## src/sv/icdf_pkg.sv

```systemverilog
`default_nettype none
package icdf_pkg;

    localparam int DEF_TABLE_DEPTH   = 4096;
    localparam int DEF_FRACTION_BITS = 32;

    localparam int IDX_W    = 12;
    localparam int CDF_W    = 33;
    localparam int ENERGY_W = 44;
    localparam int RND_W    = 32;
    // wide enough to hold any table depth in range for bound checks
    localparam int IDX_CMP_W = 17;

    localparam logic [IDX_W-1:0] LAST_INDEX_RESET = 12'd4000;

    typedef enum logic [2:0] {
        ST_IDLE,
        ST_PROBE,
        ST_CMP,
        ST_RDHI,
        ST_PREP,
        ST_DIV,
        ST_MUL,
        ST_OUT
    } t_state;

    typedef enum logic [1:0] {
        RD_MID,
        RD_LO,
        RD_HI
    } t_rd_sel;

    typedef struct packed {
        logic    wr;
        logic    start;
        t_rd_sel rd_sel;
        logic    cmp;
        logic    cap_lo;
        logic    prep;
        logic    div_step;
        logic    mul_step;
        logic    out_load;
    } t_dp_cmd;

    typedef struct packed {
        logic more;
        logic need_div;
    } t_dp_sts;

endpackage
`default_nettype wire

```

## src/sv/icdf_ctrl.sv

```systemverilog
`default_nettype none
module icdf_ctrl
    import icdf_pkg::*;
#(
    parameter int FRACTION_BITS = DEF_FRACTION_BITS
) (
    input  wire logic    i_clk,
    input  wire logic    i_rst_n,
    input  wire logic    i_in_valid,
    input  wire logic    i_kind,
    output logic         o_in_ready,
    output logic         o_out_valid,
    input  wire logic    i_out_ready,
    input  wire t_dp_sts i_sts,
    output t_dp_cmd      o_cmd
);

    localparam int CW = $clog2(FRACTION_BITS);

    t_state          r_state, n_state;
    logic [CW-1:0]   r_cnt, n_cnt;
    logic            r_out_valid, n_out_valid;
    logic            out_free;

    assign out_free    = !r_out_valid || i_out_ready;
    assign o_out_valid = r_out_valid;

    always_ff @(posedge i_clk) begin
        if (!i_rst_n) begin
            r_state     <= ST_IDLE;
            r_cnt       <= '0;
            r_out_valid <= 1'b0;
        end else begin
            r_state     <= n_state;
            r_cnt       <= n_cnt;
            r_out_valid <= n_out_valid;
        end
    end

    always_comb begin
        n_state     = r_state;
        n_cnt       = r_cnt;
        n_out_valid = r_out_valid && !i_out_ready;
        o_in_ready  = 1'b0;
        o_cmd       = '0;
        o_cmd.rd_sel = RD_LO;
        case (r_state)
            ST_IDLE: begin
                o_in_ready = 1'b1;
                if (i_in_valid) begin
                    if (i_kind) begin
                        o_cmd.start = 1'b1;
                        n_state     = ST_PROBE;
                    end else begin
                        o_cmd.wr = 1'b1;
                    end
                end
            end
            ST_PROBE: begin
                if (i_sts.more) begin
                    o_cmd.rd_sel = RD_MID;
                    n_state      = ST_CMP;
                end else begin
                    o_cmd.rd_sel = RD_LO;
                    n_state      = ST_RDHI;
                end
            end
            ST_CMP: begin
                o_cmd.cmp = 1'b1;
                n_state   = ST_PROBE;
            end
            ST_RDHI: begin
                o_cmd.cap_lo = 1'b1;
                o_cmd.rd_sel = RD_HI;
                n_state      = ST_PREP;
            end
            ST_PREP: begin
                o_cmd.prep = 1'b1;
                n_cnt      = CW'(FRACTION_BITS - 1);
                n_state    = i_sts.need_div ? ST_DIV : ST_MUL;
            end
            ST_DIV: begin
                o_cmd.div_step = 1'b1;
                if (r_cnt == '0) begin
                    n_cnt   = CW'(FRACTION_BITS - 1);
                    n_state = ST_MUL;
                end else begin
                    n_cnt = r_cnt - 1'b1;
                end
            end
            ST_MUL: begin
                o_cmd.mul_step = 1'b1;
                if (r_cnt == '0) begin
                    n_state = ST_OUT;
                end else begin
                    n_cnt = r_cnt - 1'b1;
                end
            end
            ST_OUT: begin
                // wait until the previous beat has left the output register
                if (out_free) begin
                    o_cmd.out_load = 1'b1;
                    n_out_valid    = 1'b1;
                    n_state        = ST_IDLE;
                end
            end
            default: begin
                n_state = ST_IDLE;
            end
        endcase
    end

endmodule
`default_nettype wire

```

## config.mk

```make
export PLATFORM = sky130hd
export DESIGN_NAME = icdf_ctrl
export DESIGN_NICKNAME = d
export VERILOG_FILES = /design/src/sv/icdf_pkg.sv /design/src/sv/icdf_ctrl.sv
export SDC_FILE = /design/constraint.sdc
export NUM_CORES = 1
export LEC_CHECK = 0
export ABC_AREA = 1
export ABC_CLOCK_PERIOD_IN_PS = 1170
export BUFFER_PORTS_ARGS = -buffer_cell sky130_fd_sc_hd__buf_2
export CAP_MARGIN = 0
export CELL_PAD_IN_SITES_DETAIL_PLACEMENT = 0
export CELL_PAD_IN_SITES_GLOBAL_PLACEMENT = 1
export CORE_UTILIZATION = 30
export DETAILED_ROUTE_END_ITERATION = 12
export PLACE_DENSITY = 0.8
export SLEW_MARGIN = 20
export SYNTH_ARGS = -nofsm -noshare
export SYNTH_HDL_FRONTEND = slang
export SYNTH_SLANG_ARGS = --single-unit
```

## constraint.sdc

```tcl
create_clock -name i_clk -period 1.17 [get_ports i_clk]
set_input_delay 0.0585 -clock i_clk [delete_from_list [all_inputs] [get_ports i_clk]]
set_output_delay 0.0585 -clock i_clk [all_outputs]
set_load 0.01 [all_outputs]
```

==> metrics <==
status=complete, but fails checks; failing checks=setup timing; #FFs+latches synth=9; share of layout cells above drive strength 1=68.9%; Congestion Overflow GR=0; Syn Nets=107; Cell Area, Synth=around 660 sq um; TNS Setup=-1.50 ns; CORE AREA=between 2000 and 2500 sq um; Antenna Cells=0; number of warning messages in the yosys log=0; final worst path period share=113%; syn avg cell area=around 6.7 sq um; antenna violations before repair=0; main combinational cell family by area after synthesis=simple AND/OR/NAND/NOR gates; Worst EP required=1.11 ns; commonest non-fill, non-tap cell in the layout=buf_4; Slew @ Worst Pin=0.311 ns; port buffer count=18; Via density=about 4.5; chip width=~50 um; CTS tree=yes; max cap viols=0; CP Buf/Inv Count=5; Post-Route M1 WL=roughly 840 um; Max Freq=roughly 0.75 GHz; worst r2r dst=r_cnt[0]; Die ar.=~2400 sq um; mux contribution to synthesized area=0%; XOR/XNOR Fraction of Synth Area=0%; final hold vios=0; placed instance count=between 150 and 200; total wire length=between 1.5 and 2 mm; I/O pin cnt=19; worst hold start=i_rst_n; Crit-path slowest cell=dfxtp_2; Slew HR=79.2%; Post-Place Setup Slack=-0.124 ns; RSZ-0062 raised after global routing=true; Register-to-Register Setup Slack=-0.14 ns; most frequent cells in the layout=24 x buf_4, 14 x buf_2, 13 x nand2_1, 12 x buf_6, 10 x inv_1; RePlAce Congestion=roughly 0.81; H-Tree Depth=1; Tot Pwr=approximately 0.0031 W; critical path type=flip-flop to primary output; cell area after placement=about 930 sq um; met3 wire len=44 um; WP data arrival=between 1 and 1.5 ns; Synth Area in Simple Gates=between 40% and 50%; Hold EP=r_cnt[0]; Slew Limit Fails=0; Layout area overhead=93.4%; Overall Global Routing Usage=18.4%; Synth Flop Type=dfxtp_1; Iter 0 DRT Violations=6; DR pass1 iterations=3; Starting Density=roughly a third; Yosys cell types=23; # rows=16; drt drc=0; final cell count without fillers=178; Worst VDD drop=between 0.0015 and 0.002 V; power density over the cells=2470 nW/um^2; Hold Path Class=input port to flip-flop; reg-to-reg startpoint=r_cnt[0]; final instance area=about 1300 sq um; sequential area share after synthesis=a little over a quarter; Post-synth EDFFs=0; hold_buf cts=0; critical path cell sequence=inv_4, buf_12, nor2_4, nand2_2, buf_6, inv_2, buf_6; Tmin final=approximately 1.3 ns; latest clock arrival within the worst-skew pair=0.27 ns; vias post-DR=802; met2 WL post-DR=between 1 and 1.5 mm; most frequent CP cell=buf_6; share of flip-flops with an asynchronous set or reset=0%; Die H=48.9 um; Post-Route Skew=roughly 0.0017 ns; Leak=0.660 nW; crit end category=primary output; WHS Path Cells=3; setup ws final=-0.157 ns; Max Used Layer=met4; post-synthesis adder-cell area fraction=roughly 3.8%; number of setup violations in the final report=15; family with the most delay on the worst path=buffers and inverters; vias in the first global route=roughly 760; ANT nets after route=0; cells on worst reg2reg path=10; pin count of the biggest net entering global routing=9; Max Root-Sink Buffers=2; Layout Nets=about 160; first-pass GRT wire length=3.37 mm; Synth Area in Compound Gates=12.3%; CP max stage delay=0.36 ns; CTS Sinks=9; routed length per placed instance=11.0 um; Levels on crit path=7; clock root cell=clkbuf_4; Num CTS Buffers=3; DPL Wire Length=roughly 1.2 mm; fillers=177; critical path launch point type=flip-flop; crit path max fanout=4; Clock transition at path regs=approximately 0.060 ns; Mapped Cells=98
==> worst max path at each step <==
stage,startpoint,slack (ns),to
2_1_floorplan,r_cnt[1],-0.05,r_cnt[2]
3_3_place_gp,r_cnt[1],-0.10,r_cnt[2]
3_5_place_dp,r_cnt[1],-0.12,r_cnt[2]
4_1_cts,r_state[2],-0.13,o_cmd[1]
5_1_grt,r_state[2],-0.22,r_state[0]
6_report,r_state[2],-0.16,o_cmd[1]
==> report_power, final <==
group	internal, W	switching (W)	leakage (nW)
Combinational	0.00115	0.00117	0.569
Sequential	0.000454	0.000125	0.0761
Clock	0.000132	0.000117	0.0150
Total	0.00173	0.00141	0.660
==> tightest hold or removal path: stages <==
cell and delay (ns):
buf_2 0.16, o21ai_4 0.07, a21oi_2 0.03
==> kinds of logic (layout without fill, tap and decap cells) <==
family / count (synthesis) / in the layout
and+or+nand+nor: 54 / 54
AOI/OAI and AO/OA: 11 / 11
DFF: 9 / 9
buffers and inverters: 22 / 75
adders and majority gates: 2 / 2
==> area by class of cell <==
type                            instances  area (sq um)  share of cell area, %
Sequential cell                         9           191                   15.0
Tap cell                               27          33.8                   2.65
Multi-Input combinational cell         67           533                   41.8
Inverter                               20          85.1                   6.67
Timing Repair Buffer                   51           405                   31.8
Clock buffer                            4          26.3                   2.06
==> routing by layer <==
metal | track usage, % | vias to the layer above
li1 | - | 422
met1 | 21.2 | 362
met2 | 32.9 | 13
met3 | 3.43 | 5
met4 | 7.84 | 0
met5 | 0 | -
==> sequential cells by signal, indices dropped and copies added (netlist names) <==
register     flops
r_cnt            5
r_state          3
o_out_valid      1
==> Yosys cell counts (3+ instances only) <==
library cell | number | share of area (%)
dfxtp_1 | 9 | 27
nor2_1 | 12 | 6.8
inv_1 | 17 | 9.7
nand2_1 | 17 | 9.7
inv_2 | 3 | 1.7
a21oi_1 | 4 | 3.0
nor2_2 | 3 | 2.8
nand2_2 | 4 | 3.8
nand3_1 | 6 | 4.6
nor3_1 | 3 | 2.3
o21ai_0 | 3 | 2.3
==> through the flow <==
step	utilization, %	hold WS (ns)
after global placement	46.2	0.354
final	63.1	0.0908
after global routing	63.1	0.0968
after CTS	57.9	0.0857
after detailed placement	46.2	0.353
after floorplan	-	0.152
==> what timing repair did <==
item / CTS / global route
setup buffers: 12 / 3
pin swaps: 8 / 10
endpoints found under the setup margin: 19 / 17
gates resized for setup: 35 / 19
endpoints found under the hold margin: 0 / 0
No activity file was read; power rests on OpenSTA's default activity.
